**src/plc_pkg.sv**
```systemverilog
`timescale 1ns / 1ps
`default_nettype none
// ----------------------------------------------------------------------------
// Luma tone curve package
// Shared widths, breakpoint table, reciprocal constants and segment decode.
// ----------------------------------------------------------------------------
package plc_pkg;

  localparam int unsigned NumPoints = 8;
  localparam int unsigned LumaW     = 8;
  localparam int unsigned SegW      = 3;
  localparam int unsigned DiffW     = 6;
  localparam int unsigned NumW      = 14;
  localparam int unsigned RecipW    = 15;
  localparam int unsigned RecipSh   = 20;
  localparam int unsigned ProdW     = 29;
  localparam int unsigned AddrW     = 5;
  localparam int unsigned DataW     = 32;

  typedef logic [LumaW-1:0] luma_t;
  typedef luma_t [NumPoints-1:0] point_arr_t;

  localparam point_arr_t Breaks = {
    8'd255, 8'd219, 8'd182, 8'd146, 8'd109, 8'd73, 8'd36, 8'd0
  };

  localparam point_arr_t PointReset = {
    8'd255, 8'd219, 8'd182, 8'd146, 8'd109, 8'd73, 8'd36, 8'd0
  };

  // even segments are 36 wide, odd ones 37
  localparam logic [DiffW-1:0]  WidthEven = 6'd36;
  localparam logic [DiffW-1:0]  WidthOdd  = 6'd37;
  localparam logic [NumW-1:0]   BiasEven  = 14'd17;
  localparam logic [NumW-1:0]   BiasOdd   = 14'd18;
  localparam logic [RecipW-1:0] RecipEven = 15'd29128;
  localparam logic [RecipW-1:0] RecipOdd  = 15'd28340;

  function automatic logic [SegW-1:0] seg_decode(input luma_t x);
    logic [SegW-1:0] seg;
    seg = '0;
    for (int k = 1; k < NumPoints - 1; k++) begin
      if (x >= Breaks[k]) begin
        seg = SegW'(k);
      end
    end
    return seg;
  endfunction

endpackage
`default_nettype wire

```
**src/piecewise_linear_luma_curve_top.sv**
```systemverilog
`timescale 1ns / 1ps
`default_nettype none
// ----------------------------------------------------------------------------
// Piecewise linear luma curve
// Maps 8-bit luma through an eight-point tone curve with APB level registers.
// ----------------------------------------------------------------------------
// A request is taken on every clock edge with start high; busy never rises, so
// one sample per clock is sustained. Each request gives exactly one result,
// strobed on out_valid_o for one cycle, registered through the five-stage
// arithmetic pipeline (decode, products, sum, reciprocal multiply, saturate).
// The receiver cannot stall the output.
// Levels are written through the APB port at byte address 4*i for point i.
// ----------------------------------------------------------------------------
module piecewise_linear_luma_curve_top (
  input  wire logic                        clk_i,
  input  wire logic                        rst_ni,
  input  wire logic                        start,
  output logic                             busy,
  input  wire plc_pkg::luma_t              luma_in_i,
  output logic                             out_valid_o,
  output plc_pkg::luma_t                   luma_out_o,
  input  wire logic                        psel,
  input  wire logic                        penable,
  input  wire logic                        pwrite,
  input  wire logic [plc_pkg::AddrW-1:0]   paddr,
  input  wire logic [plc_pkg::DataW-1:0]   pwdata,
  output logic [plc_pkg::DataW-1:0]        prdata,
  output logic                             pready
);
  import plc_pkg::*;

  point_arr_t      points_q;
  logic [SegW-1:0] reg_idx;
  logic            wr_en;

  assign reg_idx = paddr[AddrW-1:2];
  assign wr_en   = psel && penable && pwrite;

  always_ff @(posedge clk_i or negedge rst_ni) begin
    if (!rst_ni) begin
      points_q <= PointReset;
    end else if (wr_en) begin
      points_q[reg_idx] <= pwdata[LumaW-1:0];
    end
  end

  assign prdata = {{(DataW-LumaW){1'b0}}, points_q[reg_idx]};
  assign pready = 1'b1;
  assign busy   = 1'b0;

  plc_pipe u_pipe (
    .clk_i    (clk_i),
    .rst_ni   (rst_ni),
    .valid_i  (start),
    .luma_i   (luma_in_i),
    .points_i (points_q),
    .valid_o  (out_valid_o),
    .luma_o   (luma_out_o)
  );

endmodule
`default_nettype wire

```
**src/plc_pipe.sv**
```systemverilog
`timescale 1ns / 1ps
`default_nettype none
// ----------------------------------------------------------------------------
// Luma tone curve pipeline
// Five register stages: decode, weight products, biased sum, reciprocal
// multiply, saturate.
// ----------------------------------------------------------------------------
module plc_pipe (
  input  wire logic               clk_i,
  input  wire logic               rst_ni,
  input  wire logic               valid_i,
  input  wire plc_pkg::luma_t     luma_i,
  input  wire plc_pkg::point_arr_t points_i,
  output logic                    valid_o,
  output plc_pkg::luma_t          luma_o
);
  import plc_pkg::*;

  logic [SegW-1:0]  seg;
  luma_t            offs;
  logic [DiffW-1:0] wid;

  logic             s1_valid_q;
  logic [DiffW-1:0] s1_d_q, s1_span_q;
  luma_t            s1_lo_q, s1_hi_q;
  logic             s1_odd_q;

  logic             s2_valid_q;
  logic [NumW-1:0]  s2_m0_q, s2_m1_q;
  logic             s2_odd_q;

  logic             s3_valid_q;
  logic [NumW-1:0]  s3_num_q;
  logic             s3_odd_q;

  logic             s4_valid_q;
  logic [ProdW-1:0] s4_prod_q;

  logic [LumaW:0]   quot;
  logic             out_valid_q;
  luma_t            out_luma_q;

  assign seg  = seg_decode(luma_i);
  assign offs = luma_i - Breaks[seg];
  assign wid  = seg[0] ? WidthOdd : WidthEven;
  assign quot = s4_prod_q[ProdW-1:RecipSh];

  always_ff @(posedge clk_i or negedge rst_ni) begin
    if (!rst_ni) begin
      s1_valid_q  <= 1'b0;
      s2_valid_q  <= 1'b0;
      s3_valid_q  <= 1'b0;
      s4_valid_q  <= 1'b0;
      out_valid_q <= 1'b0;
    end else begin
      s1_valid_q  <= valid_i;
      s2_valid_q  <= s1_valid_q;
      s3_valid_q  <= s2_valid_q;
      s4_valid_q  <= s3_valid_q;
      out_valid_q <= s4_valid_q;
    end
  end

  always_ff @(posedge clk_i) begin
    s1_d_q    <= offs[DiffW-1:0];
    s1_span_q <= wid - offs[DiffW-1:0];
    s1_lo_q   <= points_i[seg];
    s1_hi_q   <= points_i[seg + SegW'(1)];
    s1_odd_q  <= seg[0];

    s2_m0_q  <= NumW'(s1_lo_q) * NumW'(s1_span_q);
    s2_m1_q  <= NumW'(s1_hi_q) * NumW'(s1_d_q);
    s2_odd_q <= s1_odd_q;

    s3_num_q <= s2_m0_q + s2_m1_q + (s2_odd_q ? BiasOdd : BiasEven);
    s3_odd_q <= s2_odd_q;

    s4_prod_q <= ProdW'(s3_num_q) * ProdW'(s3_odd_q ? RecipOdd : RecipEven);

    out_luma_q <= quot[LumaW] ? {LumaW{1'b1}} : quot[LumaW-1:0];
  end

  assign valid_o = out_valid_q;
  assign luma_o  = out_luma_q;

endmodule
`default_nettype wire
```
**config.mk**
```make
export PLATFORM = sky130hd
export DESIGN_NAME = piecewise_linear_luma_curve_top
export DESIGN_NICKNAME = d
export VERILOG_FILES = /design/src/plc_pkg.sv /design/src/piecewise_linear_luma_curve_top.sv /design/src/plc_pipe.sv
export SDC_FILE = /design/constraint.sdc
export NUM_CORES = 1
export LEC_CHECK = 0
export ABC_CLOCK_PERIOD_IN_PS = 8100
export BUFFER_PORTS_ARGS = -buffer_cell sky130_fd_sc_hd__buf_2
export CAP_MARGIN = 10
export CORE_ASPECT_RATIO = 0.75
export CORE_MARGIN = 2
export CORE_UTILIZATION = 40
export DETAILED_ROUTE_END_ITERATION = 10
export GPL_ROUTABILITY_DRIVEN = 0
export PLACE_DENSITY_LB_ADDON = 0.15
export SLEW_MARGIN = 25
export SYNTH_ARGS = -nofsm -noshare
export SYNTH_HDL_FRONTEND = slang
export SYNTH_SLANG_ARGS = --single-unit
```
**constraint.sdc**
```tcl
create_clock -name clk_i -period 8.1 [get_ports clk_i]
set_clock_uncertainty 0.1 [all_clocks]
set_input_delay 0 -clock clk_i [delete_from_list [all_inputs] [get_ports clk_i]]
set_output_delay 0 -clock clk_i [all_outputs]
set_load 0.05 [all_outputs]
```
; Word-level counts from Yosys, hierarchy flattened
; Memories as Yosys holds them, arrays and structs flattened.
; Index checks and enable logic that the tools add are counted.
[totals]
register_bits = 179
romBits = 64
input_bits = 51
output_inout_bits = 43
elab_cells = 66
n_memories = 1
[op_classes]
n_addsub = 5
multipliers = 3
magnitude_cmp = 10
mux = 19
reduce_logical = 3
[memory_table]
columns = memory, words, word_bits, rd, rd_clocked_by_memory_dff, wr, line
row1 = (no name shown), 8, 8, 1, 0, 0, plc_pipe.sv:44  ; assign offs = luma_i - Breaks[seg];
[ops]
columns = op, n
row1 = 8-bit binary-select mux with 3-bit select, 3
row2 = 64-bit bitwise mux, 1
row3 = 8-bit two-way mux, 4
row4 = 14-bit by 29-bit multiplier with 29-bit output, 1
row5 = 14-bit adder, 2
row6 = 8-bit by 6-bit multiplier with 14-bit output, 2
row7 = 8-bit demux with 3-bit select, 1
row8 = "8-bit greater-or-equal comparator, second input constant", 3
row9 = "8-bit by 7-bit greater-or-equal comparator with 1-bit output, second input constant", 2
row10 = 3-bit two-way mux, 5
row11 = 13-bit two-way mux, 1
row12 = "3-bit by 4-bit less-than comparator with 1-bit output, second input constant", 3
row13 = 6-bit subtractor, 2
row14 = "8-bit by 6-bit greater-or-equal comparator with 1-bit output, second input constant", 1
row15 = 6-bit two-way mux, 1
row16 = "3-bit by 1-bit adder with 3-bit output, second input constant", 1
row17 = "3-bit by 1-bit greater-or-equal comparator with 1-bit output, second input constant", 1
row18 = 1-bit logical AND, 3
row19 = 1-bit two-way mux, 2
row20 = 2-bit two-way mux, 1

; Longest topological paths before layout
; Gate-level depths: netlist of the first run.
[logic_depth]
word_depth = 11
ltp_mapped = 22
ltp_nobuf = 21

; Modules after synthesis
; From an unflattened synthesis of the first run, not the netlist that was laid out.
[unflattened]
cells_unflattened = 1442
area_unflattened_um2 = 15124.5
[by_module_without_submodules]
columns = mod, n_inst, cells_per_inst, area_each_um2
row1 = plc_pipe, 1, 1223, 11917.7
row2 = piecewise_linear_luma_curve_top, 1, 219, 3206.8

; Worst setup path before layout of the first run
; Ideal clock, no wire load.
[synth_path]
kind = reg2reg
startpoint = reg u_pipe.s3_odd_q
endpoint = reg u_pipe.s4_prod_q[25]
t_arrival_ns = 5.434
required_ns = 7.878
setup_slack_ns = 2.444
path_stages_with_launch = 20
n_path_buf = 2
synth_period_minus_slack_ns = 5.656
path_cell_list = dfxtp_1 -> clkbuf_1 -> clkbuf_1 -> nand2_1 -> inv_1 -> ha_1 -> a21oi_1 -> fa_1 -> inv_1 -> fa_1 -> fa_1 -> fa_1 -> ha_1 -> ha_1 -> a211o_1 -> a211o_1 -> a31o_2 -> a21oi_1 -> nor4_1 -> a311o_1
[synth_between]
elab_chain_cells = 2
[synth_rtl]
columns = item, line
row1 = from (decl), plc_pipe.sv:34  ; logic s3_odd_q;
row2 = from (signal assigned), plc_pipe.sv:76  ; s3_odd_q <= s2_odd_q;
row3 = 13-bit two-way mux, plc_pipe.sv:78  ; s4_prod_q <= ProdW'(s3_num_q) * ProdW'(s3_odd_q ? RecipOdd : RecipEven);
row4 = 14-bit by 29-bit multiplier with 29-bit output, plc_pipe.sv:78
row5 = to (signal assigned), plc_pipe.sv:78
row6 = to (decl), plc_pipe.sv:37  ; logic [ProdW-1:0] s4_prod_q;
; No other way between the ends.
; A chain may end at the register's enable or synchronous reset.

; Final worst setup path of the first run
; Ends and elaborated chain as after synthesis.

==> out/qor.yml, run 1 <==
synth-edff-count: 0
cts.clk_slew.worst_paths_ns: 0.07
regArea_sq_um: 3570
cts-resized-gates: 0
htree_levels: 4
synth_cell_types: 74
rr_startpoint: "u_pipe.s3_odd_q$_DFF_P_"
vias: 9986
ys_ff_latch: 159
fin_crit_sh: 0.792
cts_sinks: 159
synth_flop_cell: "dfxtp_1"
post_drt_wl_per_cell_um: 17.0
reg2reg_depth: 18
global_route.overflow_total: 0
synth.area.top_cells: "fa_1, ha_1, dfxtp_1, dfrtp_1, inv_1"
fmax_mhz: 156
synth_area_leader_cell: "fa_1"
grt_max_degree: 70
clk_latency_ns: 0.44
min_to: "u_pipe.s1_d_q[1]$_DFF_P_"
core_area_sq_um: 36900
ys_async_sr_fraction: 0.434
die_w_um: 227
synth_top_area_frac: 0.204
route.detailed.drc: 0
ios: 94
multi_input_area_sq_um: 10200
crit_type: "register to register"
critPathArrivalTime_ns: 6.64
fin_tns_setup_ns: 0
dp_hpwl_um: 27200
syn_avg_cell_area_sq_um: 10.4
cts_tree: "done"
die_area_sq_um: 38800
slew_violations: 0
holdPathStages: 3
root_buffer: "clkbuf_16"
grt_pass1_vias: 10143
rsz0062_at_grt: "no"
drive_gt1_frac: 0.146
drt-initial-drc-count: 584
num_rows: 61
cts_buffer_depth: 2
yosysSeqAreaShare: 0.240
status: "finished, final reports clean"
rrSetupSlack_ns: 1.68
finalHoldViolations: 0
synth_cells: 1436
netlist_top_cells_count: "inv_1, ha_1, fa_1"
grt.busiest_layer: "met1"
tritoncts.num_buffers: 17
max_cap_viol_count: 0
cpMostUsedCell: "fa_1"
min_path_type: "primary input to register"
grt_usage: 0.189
ant_nets: 0
die_y_um: 171
antenna_cells: 0
finalNetCount: 1867
setup_viol: 0
cp-start-kind: "register"
fin_crit_ns: 6.42
num-fill-cells: 3535
yosysMostFrequentCell: "inv_1"
grt_pass1_wl_um: 55900
area_growth_pct: 9.07
cpMaxStageDelayCell: "dfxtp_1"
initial_core_util: 0.404
io_buffers: 41
r2r_end: "u_pipe.s4_prod_q[25]$_DFF_P_"
worst_slew_pin_slew_ns: 1.05
grtUsageMet1: 0.300
routed_wl_um: 34100
hold_ws_ns: 0.0579
drt_pass1_iterations: 5
relSlewSlack: 0.296
antenna_found_initial: 0
required_ns: 8.33
grtUsageMet2: 0.263
min_from: "luma_in_i[7]"
grt.met3_usage: 0.0393
worst_setup_path_end_kind: "register"
vias_per_cell: 4.98
worstPathMaxFanout: 21
yosysWarnings: 0
netlist_area_sq_um: 14900
cp_cell_sequence: "buf_4 > nand2b_1 > inv_1 > fa_1 > inv_1 > fa_1 > inv_1 > fa_1 > fa_1 > fa_1 > ha_1 > ha_1 > a211o_1 > a211o_1 > a31o_2 > a21oi_1 > nor4_1 > a311o_1"
slowest_delay_ns: 0.70
-- worst max path at each step --
stage,from,end,depth (start not counted)
final,u_pipe.s3_odd_q$_DFF_P_,u_pipe.s4_prod_q[25]$_DFF_P_,18
after global routing,u_pipe.s3_odd_q$_DFF_P_,u_pipe.s4_prod_q[25]$_DFF_P_,18
after floorplan,u_pipe.s3_odd_q$_DFF_P_,u_pipe.s4_prod_q[25]$_DFF_P_,19
after global placement,u_pipe.s3_odd_q$_DFF_P_,u_pipe.s4_prod_q[25]$_DFF_P_,18
after detailed placement,u_pipe.s3_odd_q$_DFF_P_,u_pipe.s4_prod_q[25]$_DFF_P_,18
after CTS,u_pipe.s3_odd_q$_DFF_P_,u_pipe.s4_prod_q[25]$_DFF_P_,18
-- metal layers --
layer,up-vias,wire [um]
li1,4864,-
met1,4950,18700
met2,155,13600
met3,17,1560
met4,0,193
met5,-,0
-- registers in the layout, indices dropped and copies added (netlist names), 6 cells and up --
signal	flops
u_pipe.s4_prod_q	9
u_pipe.s2_m0_q	14
u_pipe.s1_span_q	6
u_pipe.s1_d_q	6
u_pipe.luma_o	8
points_q	64
u_pipe.s1_hi_q	8
u_pipe.s2_m1_q	14
u_pipe.s3_num_q	14
u_pipe.s1_lo_q	8
-- through the flow --
stage          setup slack [ns]  utilization  area, sq um  std cells
4_1_cts                    1.68        0.441        16200       2005
2_1_floorplan              2.44            -        15000       1465
6_report                   1.68        0.441        16200       2005
3_3_place_gp               1.70        0.422        15500       1961
3_5_place_dp               1.69        0.422        15600       1961
5_1_grt                    1.30        0.441        16200       2005
-- cells in the final DEF (no fill, tap or decap), types with 13 or more instances in the layout --
master | Yosys | layout
mux2i_1 | 20 | 20
ha_1 | 176 | 176
o21a_1 | 15 | 15
inv_1 | 242 | 242
or2_2 | 17 | 17
mux4_2 | 14 | 14
mux4_1 | 13 | 13
nand2b_1 | 17 | 17
nand2_1 | 125 | 125
mux2_2 | 65 | 65
dfxtp_1 | 90 | 90
buf_2 | 2 | 41
a21oi_1 | 24 | 24
nor2_1 | 58 | 54
dfrtp_1 | 37 | 37
and2_1 | 43 | 43
conb_1 | 2 | 31
nor3_1 | 14 | 14
fa_1 | 152 | 152
xnor2_1 | 32 | 32
dfstp_2 | 32 | 32
o21ai_0 | 27 | 27
clkbuf_16 | 0 | 17
-- critical path: cells and delay by family (launching register included) --
| family | cells | cell delay [ns] |
|---|---|---|
| compound gates | 5 | 1.60 |
| buf+inv | 4 | 0.50 |
| simple gates | 2 | 0.29 |
| fa+ha+maj | 7 | 3.10 |
| flops | 1 | 0.70 |
-- cell families (layout without fill, tap and decap cells) --
group           count (synthesis)  in the layout  share of synthesized area
fa+ha+maj                     328            328                      0.352
simple gates                  322            322                      0.106
buf+inv                       295            331                     0.0831
compound gates                165            165                     0.0780
flops                         159            159                      0.240
mux                           120            120                      0.113
xor+xnor                       45             45                     0.0282
other cells                     2             31                   0.000504
-- final cells by class --
| type | count | share of cell area |
|---|---|---|
| Sequential cell | 159 | 0.220 |
| Tap cell | 504 | 0.0388 |
| Multi-Input combinational cell | 1011 | 0.628 |
| Clock buffer | 17 | 0.0262 |
| Clock inverter | 15 | 0.00924 |
| Inverter | 242 | 0.0559 |
| Timing Repair Buffer | 57 | 0.0219 |
-- timing repair --
action / in CTS / in global routing
buffers inserted: 0 / 0
hold buffers: 12 / 0
hold endpoints to repair: 104 / 0
Power of run 1 is left out: the tool's default activity adds up to more than one toggle a clock period on the data nets, which glitch-free logic cannot reach.
==> inputs of run 2 (changes only) <==
--- a/config.mk
+++ b/config.mk
@@ -5,7 +5,8 @@
 export SDC_FILE = /design/constraint.sdc
 export NUM_CORES = 1
 export LEC_CHECK = 0
-export ABC_CLOCK_PERIOD_IN_PS = 8100
+export ABC_AREA = 1
+export ABC_CLOCK_PERIOD_IN_PS = 5200
 export BUFFER_PORTS_ARGS = -buffer_cell sky130_fd_sc_hd__buf_2
 export CAP_MARGIN = 10
 export CORE_ASPECT_RATIO = 0.75
==> constraint.sdc (replaced) <==
create_clock -name clk_i -period 5.2 [get_ports clk_i]
set_clock_uncertainty 0.1 [all_clocks]
set_input_delay 0 -clock clk_i [delete_from_list [all_inputs] [get_ports clk_i]]
set_output_delay 0 -clock clk_i [all_outputs]
set_load 0.05 [all_outputs]
==> run 2 against run 1 <==
  * Via count rose by 29%
  * Cell count is 32% higher
  * Sequential share of layout area shrank 2.4 points
  * Critical path type unchanged
  * Largest cell class unchanged
==> out/qor.yml, run 2 <==
post_drt_wl_per_cell_um: 15.6  # was 17.0 um
yosysSeqAreaShare: 0.230  # was 0.240
rsz0062_at_grt: "yes"  # was no
drive_gt1_frac: 0.166  # was 0.146
worst_slack_ns: 0.0418  # was 1.68 ns
drt_pass1_iterations: 5  # unchanged
slowest_delay_ns: 0.60  # was 0.70 ns
ios: 94  # unchanged
drt-initial-drc-count: 908  # was 584
finalHoldViolations: 0  # unchanged
grt_usage: 0.209  # was 0.189
status: "finished, final reports clean"  # unchanged
synth_area_leader_cell: "fa_1"  # unchanged
fmax_mhz: 194  # was 156 MHz
mostFrequentLayoutCells: "nand2_1, inv_1, ha_1"  # was inv_1, ha_1, fa_1
place_ws_ns: -0.376  # was 1.69 ns
synth_top_area_frac: 0.196  # was 0.204
dp_hpwl_um: 32800  # was 27200 um
synth_cell_types: 44  # was 74
vias_per_cell: 4.89  # was 4.98
top_register: "points_q"  # unchanged
area_growth_pct: 17.6  # was 9.07%
cts_tree: "done"  # unchanged
critPathTopFamily: "adder cells"  # unchanged
netlist_top_cells_count: "nand2_1, inv_1, ha_1"  # was inv_1, ha_1, fa_1
finalNetCount: 2496  # was 1867
cp_cell_sequence: "buf_6 > buf_6 > nand2_4 > inv_4 > buf_6 > fa_1 > inv_2 > fa_1 > inv_2 > fa_1 > fa_1 > fa_1 > ha_4 > ha_4 > a21o_1 > a31oi_1 > o21ai_2 > buf_4 > nand2_2 > nand3_2 > xor2_1"  # was buf_4 > nand2b_1 > inv_1 > fa_1 > inv_1 > fa_1 > inv_1 > fa_1 > fa_1 > fa_1 > ha_1 > ha_1 > a211o_1 > a211o_1 > a31o_2 > a21oi_1 > nor4_1 > a311o_1
slew_violations: 0  # unchanged
root_buffer: "clkbuf_16"  # unchanged
cts_sinks: 159  # unchanged
antenna_cells: 0  # unchanged
die_w_um: 232  # was 227 um
ys_ff_latch: 159  # unchanged
setup_viol: 0  # unchanged
worst-path-buf-inv: 7  # was 4
synth_cells: 1973  # was 1436
die_y_um: 175  # was 171 um
critPathArrivalTime_ns: 5.38  # was 6.64 ns
fin_crit_sh: 0.992  # was 0.792
vias: 12930  # was 9986
io_buffers: 41  # unchanged
yosysMostFrequentCell: "nand2_1"  # was inv_1
worstPathMaxFanout: 6  # was 21
final_area_sq_um: 18300  # was 16200 sq um
cpMostUsedCell: "fa_1"  # unchanged
grt_pass1_wl_um: 66000  # was 55900 um
placed_cell_area_sq_um: 16900  # was 15600 sq um
synth.area.top_cells: "fa_1, ha_1, dfxtp_1, nand2_1, inv_1"  # was fa_1, ha_1, dfxtp_1, dfrtp_1, inv_1
routed_wl_um: 41200  # was 34100 um
required_ns: 5.42  # was 8.33 ns
num_rows: 62  # was 61
ant_nets: 0  # unchanged
dp.cells: 2583  # was 1961
cpMaxStageDelayCell: "fa_1"  # was dfxtp_1
clk_latency_ns: 0.45  # was 0.44 ns
global_route.overflow_total: 0  # unchanged
netlist_area_sq_um: 15500  # was 14900 sq um
synth_flop_cell: "dfxtp_1"  # unchanged
instances_no_fill: 2642  # was 2005
relSlewSlack: 0.396  # was 0.296
initial_core_util: 0.406  # was 0.404
core_area_sq_um: 38200  # was 36900 sq um
grt_max_degree: 70  # unchanged
grt_pass1_vias: 12595  # was 10.1k
ys_async_sr_fraction: 0.434  # unchanged
htree_levels: 4  # unchanged
yosysWarnings: 0  # unchanged
num-fill-cells: 3772  # was 3535
die_area_sq_um: 40400  # was 38800 sq um
cts_buffer_depth: 2  # unchanged
tritoncts.num_buffers: 17  # unchanged
final_common_cell: "nand2_1"  # was inv_1
largest_register_ffs: 64  # unchanged
cp-start-kind: "register"  # unchanged
fin_crit_ns: 5.16  # was 6.42 ns
route.detailed.drc: 0  # unchanged
worst_setup_path_end_kind: "register"  # unchanged
worst_slew_pin_slew_ns: 0.906  # was 1.05 ns
antenna_found_initial: 0  # unchanged
syn_avg_cell_area_sq_um: 7.87  # was 10.4 sq um
max_cap_viol_count: 0  # unchanged
min_path_type: "primary input to register"  # unchanged
cts.clk_slew.worst_paths_ns: 0.07  # about the same
synth-edff-count: 0  # unchanged
crit_type: "register to register"  # unchanged
[run 2: changes by cell type in the layout (fill, tap and decap cells not counted), sizes merged, moves of 17 or more]
cell	previous run	this run
xor2	12	35
o21ai	32	93
xnor2	33	16
a21oi	24	58
mux2i	20	0
and2	43	1
mux2	73	0
nand2	126	479
inv	249	428
buf	45	163
mux4	27	0
nand3	10	139
nand2b	17	0
[run 2: final cells by class]
type | instances | area [sq um] | area share
flip-flops and latches | 159 | 3580 | 0.196
well taps | 512 | 641 | 0.0351
clock inverters | 14 | 169 | 0.00925
inverters | 421 | 1580 | 0.0866
repair buffers | 179 | 1320 | 0.0724
clock buffers | 18 | 429 | 0.0235
multi-input cells | 1339 | 10500 | 0.577
[run 2: worst min-delay path: cells and delay by family]
| family | cells | cell delay, ns |
|---|---|---|
| buf+inv | 1 | 0.13 |
| xor+xnor | 1 | 0.14 |
| fa+ha+maj | 1 | 0.23 |
[run 2: per-layer routing]
metal / vias up / GRT usage / routed length, um
met1: 6214 / 0.311 / 20300
met3: 27 / 0.0447 / 2750
met4: 0 / 0.0414 / 295
li1: 6362 / - / -
met5: - / 0 / 0
met2: 327 / 0.310 / 17900
[run 2: per-stage QoR]
stage	util	TNS (ns)	hold WS [ns]
after floorplan	-	0	-0.396
after global placement	0.442	-1.90	0.0132
after detailed placement	0.442	-2.65	0.0175
after CTS	0.469	-0.00709	0.00449
after global routing	0.478	-0.553	0.0486
final	0.478	0	0.0230
[run 2: timing repair]
| action | in CTS | in global routing |
|---|---|---|
| pin swaps | 25 | 53 |
| hold endpoints to repair | 107 | 0 |
| resized for setup | 45 | 86 |
| hold buffers | 16 | 0 |
| setup endpoints to repair | 9 | 9 |
| setup buffers | 7 | 4 |
[run 2: kinds of logic after synthesis]
group,synth area share
AOI/OAI and AO/OA,0.0845
xor gates and xnor gates,0.0293
adders and majority gates,0.338
buffers and inverters,0.130
DFF,0.230
other,0.000484
and+or+nand+nor,0.188
[run 2: worst paths after layout]
check,from,end,depth (start not counted),slack [ns]
max reg2reg,u_pipe.s3_odd_q$_DFF_P_,u_pipe.s4_prod_q[28]$_DFF_P_,21,0.04
max in group asynchronous,rst_ni,points_q[1]$_DFFE_PN0P_,3,4.19
max,u_pipe.s3_odd_q$_DFF_P_,u_pipe.s4_prod_q[28]$_DFF_P_,21,0.04
min,luma_in_i[2],u_pipe.s1_d_q[2]$_DFF_P_,3,0.02
min reg2reg,u_pipe.s3_valid_q$_DFF_PN0_,u_pipe.s4_valid_q$_DFF_PN0_,0,0.25
min in group asynchronous,rst_ni,points_q[37]$_DFFE_PN0P_,3,0.17
Power of run 2 is left out for the same reason.
